===== src/hw/rtl/qdc_ebp_pkg.sv =====
// ----------------------------------------------------------------------------
// qdc_ebp_pkg
// Types and constants shared by the event-buffer readout parser.
// ----------------------------------------------------------------------------
package qdc_ebp_pkg;

  localparam int unsigned WordWidth  = 32;
  localparam int unsigned ValueWidth = 12;
  localparam int unsigned CountWidth = 6;
  localparam int unsigned IndexWidth = 5;
  localparam int unsigned OutDataWidth = 16;

  localparam logic [2:0] TypeHeader = 3'h2;
  localparam logic [2:0] TypeData   = 3'h0;
  localparam logic [2:0] TypeEob    = 3'h4;

  localparam logic CfgChannelSelect = 1'b0;
  localparam logic CfgChannelLayout = 1'b1;

  typedef enum logic [1:0] {
    PhIdle = 2'd0,
    PhData = 2'd1,
    PhEob  = 2'd2
  } phase_e;

  typedef enum logic [1:0] {
    StOk      = 2'd0,
    StNoHead  = 2'd1,
    StBadData = 2'd2,
    StNoEnd   = 2'd3
  } status_e;

  typedef struct packed {
    logic                  emit;
    logic [ValueWidth-1:0] value;
    status_e               status;
  } result_t;

endpackage


===== src/hw/rtl/qdc_event_block_parser.sv =====
// ----------------------------------------------------------------------------
// qdc_event_block_parser
// Parses header / data / end-of-block readout words and reports the selected
// channel's conversion value once per event, or an error status.
//
//   channel   dir  width  contents
//   s_axis    in   32     readout word
//   m_axis    out  16+2   tdata: conversion value; tuser: parse status
//   cfg       in   1+5    register index, write data (no read-back)
//
// One item a cycle while the result register is free: a word sits in the
// input register, and one pass of the parse logic updates state and loads
// the result register; a result passes through those two registers in turn.
// Reset clears parse state, configuration and both valid flags.
// A stalled result holds the input register; the source then sees tready low.
// ----------------------------------------------------------------------------
module qdc_event_block_parser #(
  parameter int unsigned MAX_CHANNELS = 32
) (
  input  logic        clk_i,
  input  logic        rst_ni,
  input  logic        s_axis_tvalid_i,
  output logic        s_axis_tready_o,
  input  logic [31:0] s_axis_tdata_i,   // [31:0] readout_word
  output logic        m_axis_tvalid_o,
  input  logic        m_axis_tready_i,
  output logic [15:0] m_axis_tdata_o,   // [11:0] conversion_value, [15:12] zero
  output logic [1:0]  m_axis_tuser_o,   // [1:0] parse_status
  input  logic        cfg_we_i,
  input  logic        cfg_index_i,
  input  logic [4:0]  cfg_data_i
);

  logic                 in_valid;
  logic [31:0]          in_word;
  logic                 out_free;
  logic                 step;
  qdc_ebp_pkg::result_t result;

  assign step = in_valid && out_free;

  qdc_ebp_in_reg u_in_reg (
    .clk_i           (clk_i),
    .rst_ni          (rst_ni),
    .s_axis_tvalid_i (s_axis_tvalid_i),
    .s_axis_tready_o (s_axis_tready_o),
    .s_axis_tdata_i  (s_axis_tdata_i),
    .step_i          (step),
    .valid_o         (in_valid),
    .word_o          (in_word)
  );

  qdc_ebp_core #(
    .MAX_CHANNELS (MAX_CHANNELS)
  ) u_core (
    .clk_i       (clk_i),
    .rst_ni      (rst_ni),
    .cfg_we_i    (cfg_we_i),
    .cfg_index_i (cfg_index_i),
    .cfg_data_i  (cfg_data_i),
    .word_i      (in_word),
    .step_i      (step),
    .result_o    (result)
  );

  qdc_ebp_out_reg u_out_reg (
    .clk_i           (clk_i),
    .rst_ni          (rst_ni),
    .load_i          (step && result.emit),
    .result_i        (result),
    .free_o          (out_free),
    .m_axis_tvalid_o (m_axis_tvalid_o),
    .m_axis_tready_i (m_axis_tready_i),
    .m_axis_tdata_o  (m_axis_tdata_o),
    .m_axis_tuser_o  (m_axis_tuser_o)
  );

  a_result_loaded: assert property (@(posedge clk_i) disable iff (!rst_ni)
    step && result.emit |=> m_axis_tvalid_o)
    else $error("result item not presented after parse step");

  a_error_value_zero: assert property (@(posedge clk_i) disable iff (!rst_ni)
    m_axis_tvalid_o && (m_axis_tuser_o != qdc_ebp_pkg::StOk) |-> m_axis_tdata_o == '0)
    else $error("error status carries a non-zero value");

  a_word_held: assert property (@(posedge clk_i) disable iff (!rst_ni)
    in_valid && !step |=> in_valid && $stable(in_word))
    else $error("pending readout word lost");

endmodule


===== src/hw/rtl/qdc_ebp_in_reg.sv =====
// ----------------------------------------------------------------------------
// qdc_ebp_in_reg
// Input register: holds one readout word until the parser steps on it.
// ----------------------------------------------------------------------------
module qdc_ebp_in_reg (
  input  logic                             clk_i,
  input  logic                             rst_ni,
  input  logic                             s_axis_tvalid_i,
  output logic                             s_axis_tready_o,
  input  logic [qdc_ebp_pkg::WordWidth-1:0] s_axis_tdata_i,
  input  logic                             step_i,
  output logic                             valid_o,
  output logic [qdc_ebp_pkg::WordWidth-1:0] word_o
);

  logic                             valid_q, valid_d;
  logic [qdc_ebp_pkg::WordWidth-1:0] word_q;
  logic                             accept;

  assign s_axis_tready_o = !valid_q || step_i;
  assign accept          = s_axis_tvalid_i && s_axis_tready_o;

  always_comb begin
    valid_d = valid_q;
    if (accept) begin
      valid_d = 1'b1;
    end else if (step_i) begin
      valid_d = 1'b0;
    end
  end

  always_ff @(posedge clk_i or negedge rst_ni) begin
    if (!rst_ni) begin
      valid_q <= 1'b0;
    end else begin
      valid_q <= valid_d;
    end
  end

  always_ff @(posedge clk_i) begin
    if (accept) begin
      word_q <= s_axis_tdata_i;
    end
  end

  assign valid_o = valid_q;
  assign word_o  = word_q;

endmodule


===== src/hw/rtl/qdc_ebp_core.sv =====
// ----------------------------------------------------------------------------
// qdc_ebp_core
// Parse state machine, configuration registers and channel capture.
// ----------------------------------------------------------------------------
module qdc_ebp_core #(
  parameter int unsigned MAX_CHANNELS = 32
) (
  input  logic                              clk_i,
  input  logic                              rst_ni,
  input  logic                              cfg_we_i,
  input  logic                              cfg_index_i,
  input  logic [qdc_ebp_pkg::IndexWidth-1:0] cfg_data_i,
  input  logic [qdc_ebp_pkg::WordWidth-1:0]  word_i,
  input  logic                              step_i,
  output qdc_ebp_pkg::result_t              result_o
);

  localparam logic [qdc_ebp_pkg::IndexWidth:0] MaxCh =
    (qdc_ebp_pkg::IndexWidth+1)'(MAX_CHANNELS);

  qdc_ebp_pkg::phase_e                 phase_q, phase_d;
  logic [qdc_ebp_pkg::CountWidth-1:0]  count_q, count_d;
  logic [qdc_ebp_pkg::ValueWidth-1:0]  capture_q, capture_d;
  logic [qdc_ebp_pkg::IndexWidth-1:0]  select_q;
  logic                                layout_q;

  logic [2:0]                          word_type;
  logic [qdc_ebp_pkg::IndexWidth-1:0]  chan_idx;
  logic                                chan_hit;
  logic [qdc_ebp_pkg::CountWidth-1:0]  count_dec;
  logic [qdc_ebp_pkg::CountWidth-1:0]  header_count;

  assign word_type    = word_i[26:24];
  assign chan_idx     = layout_q ? {1'b0, word_i[20:17]} : word_i[20:16];
  assign chan_hit     = ({1'b0, chan_idx} < MaxCh) && (chan_idx == select_q);
  assign count_dec    = count_q - 1'b1;
  assign header_count = word_i[13:8];

  always_comb begin
    phase_d  = phase_q;
    count_d  = count_q;
    capture_d = capture_q;
    result_o = '0;
    unique case (phase_q)
      qdc_ebp_pkg::PhData: begin
        if (word_type != qdc_ebp_pkg::TypeData) begin
          phase_d         = qdc_ebp_pkg::PhIdle;
          count_d         = '0;
          result_o.emit   = 1'b1;
          result_o.status = qdc_ebp_pkg::StBadData;
        end else begin
          if (chan_hit) begin
            capture_d = word_i[qdc_ebp_pkg::ValueWidth-1:0];
          end
          count_d = count_dec;
          if (count_dec == '0) begin
            phase_d = qdc_ebp_pkg::PhEob;
          end
        end
      end
      qdc_ebp_pkg::PhEob: begin
        phase_d       = qdc_ebp_pkg::PhIdle;
        count_d       = '0;
        result_o.emit = 1'b1;
        if (word_type == qdc_ebp_pkg::TypeEob) begin
          result_o.value  = capture_q;
          result_o.status = qdc_ebp_pkg::StOk;
        end else begin
          result_o.status = qdc_ebp_pkg::StNoEnd;
        end
      end
      default: begin
        phase_d = qdc_ebp_pkg::PhIdle;
        if (word_type != qdc_ebp_pkg::TypeHeader) begin
          result_o.emit   = 1'b1;
          result_o.status = qdc_ebp_pkg::StNoHead;
        end else begin
          count_d   = header_count;
          capture_d = '0;
          phase_d   = (header_count == '0) ? qdc_ebp_pkg::PhEob : qdc_ebp_pkg::PhData;
        end
      end
    endcase
  end

  always_ff @(posedge clk_i or negedge rst_ni) begin
    if (!rst_ni) begin
      phase_q   <= qdc_ebp_pkg::PhIdle;
      count_q   <= '0;
      capture_q <= '0;
    end else if (step_i) begin
      phase_q   <= phase_d;
      count_q   <= count_d;
      capture_q <= capture_d;
    end
  end

  always_ff @(posedge clk_i or negedge rst_ni) begin
    if (!rst_ni) begin
      select_q <= '0;
      layout_q <= 1'b0;
    end else if (cfg_we_i) begin
      if (cfg_index_i == qdc_ebp_pkg::CfgChannelSelect) begin
        select_q <= cfg_data_i;
      end else if (cfg_index_i == qdc_ebp_pkg::CfgChannelLayout) begin
        layout_q <= cfg_data_i[0];
      end
    end
  end

endmodule


===== src/hw/rtl/qdc_ebp_out_reg.sv =====
// ----------------------------------------------------------------------------
// qdc_ebp_out_reg
// Result register: holds one result item until the sink takes it.
// ----------------------------------------------------------------------------
module qdc_ebp_out_reg (
  input  logic                                  clk_i,
  input  logic                                  rst_ni,
  input  logic                                  load_i,
  input  qdc_ebp_pkg::result_t                  result_i,
  output logic                                  free_o,
  output logic                                  m_axis_tvalid_o,
  input  logic                                  m_axis_tready_i,
  output logic [qdc_ebp_pkg::OutDataWidth-1:0]  m_axis_tdata_o,
  output logic [1:0]                            m_axis_tuser_o
);

  logic                               valid_q, valid_d;
  logic [qdc_ebp_pkg::ValueWidth-1:0] value_q;
  qdc_ebp_pkg::status_e               status_q;

  assign free_o = !valid_q || m_axis_tready_i;

  always_comb begin
    valid_d = valid_q;
    if (load_i) begin
      valid_d = 1'b1;
    end else if (m_axis_tready_i) begin
      valid_d = 1'b0;
    end
  end

  always_ff @(posedge clk_i or negedge rst_ni) begin
    if (!rst_ni) begin
      valid_q <= 1'b0;
    end else begin
      valid_q <= valid_d;
    end
  end

  always_ff @(posedge clk_i) begin
    if (load_i) begin
      value_q  <= result_i.value;
      status_q <= result_i.status;
    end
  end

  assign m_axis_tvalid_o = valid_q;
  assign m_axis_tdata_o  = {{(qdc_ebp_pkg::OutDataWidth - qdc_ebp_pkg::ValueWidth){1'b0}},
                            value_q};
  assign m_axis_tuser_o  = status_q;

endmodule


===== config.mk =====
export PLATFORM = sky130hd
export DESIGN_NAME = qdc_event_block_parser
export DESIGN_NICKNAME = d
export VERILOG_FILES = /design/src/hw/rtl/qdc_ebp_pkg.sv /design/src/hw/rtl/qdc_event_block_parser.sv /design/src/hw/rtl/qdc_ebp_in_reg.sv /design/src/hw/rtl/qdc_ebp_core.sv /design/src/hw/rtl/qdc_ebp_out_reg.sv
export SDC_FILE = /design/constraint.sdc
export NUM_CORES = 1
export LEC_CHECK = 0
export BUFFER_PORTS_ARGS = -buffer_cell sky130_fd_sc_hd__buf_2
export CORE_UTILIZATION = 54
export CTS_BUF_LIST = sky130_fd_sc_hd__clkbuf_16
export CTS_CLUSTER_DIAMETER = 60
export DETAILED_ROUTE_END_ITERATION = 12
export PLACE_DENSITY_LB_ADDON = 0.1
export RECOVER_POWER = 25
export REMOVE_ABC_BUFFERS = 1
export SLEW_MARGIN = 20
export SYNTH_ARGS = -nofsm -noshare
export SYNTH_HDL_FRONTEND = slang
export SYNTH_SLANG_ARGS = --single-unit
export TNS_END_PERCENT = 5

===== constraint.sdc =====
create_clock -name clk_i -period 3.17 [get_ports clk_i]
set_input_delay 0.951 -clock clk_i [delete_from_list [all_inputs] [get_ports clk_i]]
set_output_delay 0.951 -clock clk_i [all_outputs]
set_load 0.005 [all_outputs]

Yosys cells after proc, flatten, opt, wreduce, memory -nomap -nowiden
Cells that the tools add are included.

Register bits after elaboration: 69. Word-level logic and storage cells: 65.

Add/sub/neg operators: 1. Eq/ne operators: 10. Mux-type cells: 24. Bitwise gates (word level): 2. Reductions and logical operators: 18.

Operators by type and width (number): $mux W12 (3); $pmux W12 S2 (1); $logic_not A6 Y1 (2); $mux W2 (6); $mux W6 (2); $pmux W6 S2 (1); $reduce_and A2 Y1 (5); $pmux W2 S2 (2); $mux W1 (7); $sub A6 B1 Y6 const B (1); $eq A5 B5 Y1 (1); $mux W5 (1); $reduce_and A5 Y1 (1); $ne A2 B2 Y1 const B (2); $reduce_bool A2 Y1 (2); $eq A3 B3 Y1 const B (1); $logic_and A1 B1 Y1 (3); $ne A3 B1 Y1 const B (1); $ne A3 B2 Y1 const B (1); $ne A3 B3 Y1 const B (1); $reduce_bool A3 Y1 (1); $eq A2 B1 Y1 const B (1); $eq A2 B2 Y1 const B (1); $logic_not A1 Y1 (2); 4 further kinds (6).

Logic depth before layout (Yosys ltp)
Word-level depth: 6. Mapped depth: 9. Mapped depth without buffers: 7.

Modules after synthesis
A second synthesis with hierarchy kept.

Cell total of the unflattened synthesis: 255. Area, all modules: 3276.9 µm².

By module, submodules not included: qdc_ebp_core (instances 1, cells each 195, area each 1747.9 µm², sequential area each 650.6 µm²); qdc_ebp_in_reg (instances 1, cells each 36, area each 1014.7 µm², sequential area each 985.9 µm²); qdc_ebp_out_reg (instances 1, cells each 22, area each 501.7 µm², sequential area each 445.4 µm²); qdc_event_block_parser (instances 1, cells each 2, area each 12.5 µm², sequential area each 0.0 µm²).

Least setup slack after synthesis
No wires, ideal clock.

Kind: reg-to-reg. Start point: register u_core.phase_q[0]. End point: register u_out_reg.status_q[0] (netlist: u_out_reg.m_axis_tuser_o[0]), enable pin. Library setup time: 405 ps. Data arrival time: 2299 ps. Path slack: 466 ps. Stages on the path, launching flop included: 7. Path buffers: 1. Clock period less this slack: 2704 ps. Cells stage by stage: dfrtp_1 inv_1 ha_1 clkbuf_1 nor2b_1 and3b_2 nor3_1.

Word-level cells in the longest chain between the ends: 3. Elaborated cells between the ends (all ways): 4. Those cells by class: 2 x eq/ne; 1 x mux; 1 x reduce/logical.

Ends and longest elaborated chain: start: declaration (RTL line qdc_ebp_core.sv:21) `qdc_ebp_pkg::phase_e phase_q, phase_d;`; start signal: assignment (RTL line qdc_ebp_core.sv:88) `phase_q <= qdc_ebp_pkg::PhIdle;`; start signal: assignment (RTL line qdc_ebp_core.sv:92) `phase_q <= phase_d;`; $eq A2 B2 Y1 or $eq A2 B1 Y1 (tied branches) (RTL line qdc_ebp_core.sv:44) `unique case (phase_q)`; $pmux W1 S2 * (RTL line qdc_ebp_core.sv:44); $logic_and A1 B1 Y1 * (RTL line qdc_event_block_parser.sv:69) `.load_i (step && result.emit),`; named net u_out_reg.load_i (RTL line qdc_ebp_out_reg.sv:8) `input logic load_i,`; end signal: assignment (RTL line qdc_ebp_out_reg.sv:43) `status_q <= result_i.status;`; end: declaration (RTL line qdc_ebp_out_reg.sv:19) `qdc_ebp_pkg::status_e status_q;`.

Mark *: on every way through the listed nets, which the timed path passes. The rest lies on a longest branch. A chain may end at the register's enable or synchronous reset.

Worst setup path after layout
Start point: register u_core.count_q[0] (netlist bit). End point: register u_core.phase_q[1].

Word-level cells in the longest chain between the ends: 4.

Ends and longest elaborated chain: start: declaration (RTL line qdc_ebp_core.sv:22) `logic [qdc_ebp_pkg::CountWidth-1:0] count_q, count_d;`; start signal: assignment (RTL line qdc_ebp_core.sv:93) `count_q <= count_d;`; $sub A6 B1 Y6 (RTL line qdc_ebp_core.sv:36) `assign count_dec = count_q - 1'b1;`; $logic_not A6 Y1 (RTL line qdc_ebp_core.sv:56) `if (count_dec == '0) begin`; $ne A3 B1 Y1 (no line); $reduce_and A2 Y1 (no line).

Every way passes these cells.

==> impl_results.md <==
- Final setup vio count: 0
- Synth top area cells: edfxtp_1 36%, dfrtp_1 23%, nand2_1 4.0%
- Pint: 1.77 mW
- Final Max Slew Viols: 29
- Via density: 5.54
- Final worst path period need: 2.48 ns
- Initial DRC count: 94
- Clock Skew: 0.00546 ns
- CP Launch Type: flop
- Syn Area/Cell: 11.5 um2
- Post-synth cell types: 50
- GP Congestion: 0.772
- Drt total wl: 5570 um
- Synth top area share: 0.356
- Vias: 2148
- Post-synth top cells: 36 x edfxtp_1, 32 x nand2_1, 28 x dfrtp_1
- Die X: 77.0 um
- Asr flop ratio synth: 0.438
- Total power: 2.49 mW
- Leakage: 1.50 nW
- Area of the mapped netlist: 3040 um2
- Multi-input logic area: 1140 um2
- Dpl ws: 0.614 ns
- Power Density: 699 nW/um2
- Antenna-violating nets left: 0
- Clock network fraction of total power: 0.330
- Status: complete, but fails checks
- Syn Inst Count: 265
- Die H: 77.0 um
- Synth Warn #: 0
- Ratio of cells with drive above 1 in the final layout: 0.239
- Layout Cells excl Fill: 388
- CP Data Required Time: 3.37 ns
- Residual DRC: 0
- P&R area growth vs syn: 17.5%
- Top FF cell, synth: edfxtp_1
- CTS Root Cell: clkbuf_16
- Routed length per placed instance: 14.4 um
- Final HPWL DP: 3740 um
- Max Buffers Root-to-Sink: 2
- Hold Fails Final Rpt: 0
- Initial DRT Pass Iterations: 4
- I/O Buffers: 48
- Nets@finish: 360
- Failing checks: capacitance limit, slew limit
- Sequential share of power: 0.487
- Worst Path Max Fanout: 8
- Htree depth: 3
- Rows: 26
- Net switching power: 719 uW
- Setup tns final: 0 ns
- Max_slew headroom: -0.00872
- WS Path Type: reg -> reg
- CTS resizes: 0
- CTS Hold Bufs: 0
- Global route overflow: 0
- Register clock-pin slew on the reported worst setup and hold paths: 0.05 ns
- Setup Buffers After CTS: 0
- Most common cell in the netlist: edfxtp_1
- Sequential share of the synthesized area: 0.587
- Tightest Pin Transition: 1.51 ns
- Util after Layout: 0.677
- Post-synth EDFFs: 36
- Total CTS buffers: 9
- Die area: 5930 um2
- Worst Setup End Kind: flop
- Period utilization: 0.783
- CTS tree: built
- Switching Fraction: 0.288
- First-pass GRT wire length: 9520 um
- Ports: 63
- RSZ-0062 raised after global routing: no
- Largest area contributor in the netlist: edfxtp_1
- Worst endpoint data arrival time: 2.69 ns
- Worst setup margin: 0.688 ns
- Worst skew pair latency: 0.32 ns
- Logic pwr share: 0.183
- Synth Register Bits: 64
- Worst r2r path cells: 7
- Placed Cells: 372
- Max_cap viols: 1
- FF+latch area: 1780 um2
- Initial antenna violation count: 0
- Core area: 5270 um2
- Fmax: 403 MHz
- Hold crit path type: reg -> reg
- Num Clock Sinks: 64
- Gr usage total: 0.214
- Largest net degree at the start of global routing: 30
- N_diodes: 0
- Fillers: 438
- Vias in the first global route: 2009
- Initial Utilization: 0.576
- Max IR drop VDD: 0.441 mV
- Min-Delay Path Depth: 2
==> placed cells by master (no fill, tap or decap), drive strengths merged, types with 2 or more instances in the layout <==
cell,instances
a2111oi,2
a211oi,4
a21oi,6
a22oi,2
and2,13
buf,51
clkbuf,11
clkinv,2
conb,4
dfrtp,28
edfxtp,36
ha,4
inv,14
mux2,6
mux2i,4
nand2,32
nand2b,2
nand3,15
nand4,2
nor2,11
nor2b,4
nor3,6
nor3b,3
o211ai,13
o21ai,9
or4,14
xor2,4
==> final timing paths <==
path                                           from                  end  slack [ns]
worst max-delay path              u_core.count_q[0]    u_core.phase_q[1]        0.69
worst min-delay path            u_core.capture_q[3]  u_core.capture_q[3]        0.49
worst max register to register    u_core.count_q[0]    u_core.phase_q[1]        0.69
worst min register to register  u_core.capture_q[3]  u_core.capture_q[3]        0.49
max in group asynchronous                    rst_ni  u_core.capture_q[2]        1.30
min in group asynchronous                    rst_ni    u_core.count_q[4]        0.99
==> per-layer routing <==
metal,part of all wire,global-route usage,vias to the layer above
met5,0,0,-
met4,0.014,0.0925,0
met3,0.049,0.0619,8
met2,0.50,0.354,55
met1,0.44,0.262,1016
li1,-,-,1069
==> kinds of logic after synthesis <==
group / after synthesis / synth area share
xor+xnor: 4 / 0.0115
mux: 10 / 0.0354
flops: 64 / 0.587
fa+ha+maj: 4 / 0.0165
other cells: 1 / 0.00123
buf+inv: 28 / 0.0441
compound gates: 46 / 0.109
simple gates: 108 / 0.195
==> critical path, cell delays in order, from the launching register on <==
cell	delay [ns]
dfrtp_1	0.45
inv_1	0.11
ha_1	0.28
or3b_2	0.50
nor3b_1	0.20
o311ai_1	0.18
a31oi_1	0.28
mux2_1	0.35
==> layout make-up <==
cell class	count	share of cell area
flip-flops and latches	64	0.499
multi-input cells	176	0.319
repair buffers	53	0.0771
clock buffers	9	0.0631
well taps	70	0.0245
inverters	9	0.00947
clock inverters	7	0.00771
==> power groups by stage <==
stage               Combinational [mW]  Clock, mW  Sequential [mW]
floorplan                        0.313          0             1.19
CTS                              0.459      0.838             1.21
finish                           0.455      0.823             1.21
detailed placement               0.456          0             1.23
global placement                 0.435          0             1.22
global route                     0.515      0.879             1.24
==> per-stage QoR <==
stage / instance area, um2 / hold WS, ns
6_report: 3570 / 0.492
5_1_grt: 3570 / 0.538
4_1_cts: 3570 / 0.498
3_5_place_dp: 3320 / 0.490
3_3_place_gp: 3320 / 0.474
2_1_floorplan: 2950 / 0.463
==> state kept, by name, summed over array words and instances, names as in the netlist <==
register / flops
u_in_reg.word_o: 22
u_core.capture_q: 12
u_out_reg.value_q: 12
u_core.count_q: 6
u_core.select_q: 5
u_core.phase_q: 2
u_out_reg.m_axis_tuser_o: 2
u_core.layout_q: 1
u_in_reg.valid_o: 1
u_out_reg.m_axis_tvalid_o: 1
Note: power is estimated with default switching activity, not from simulation.
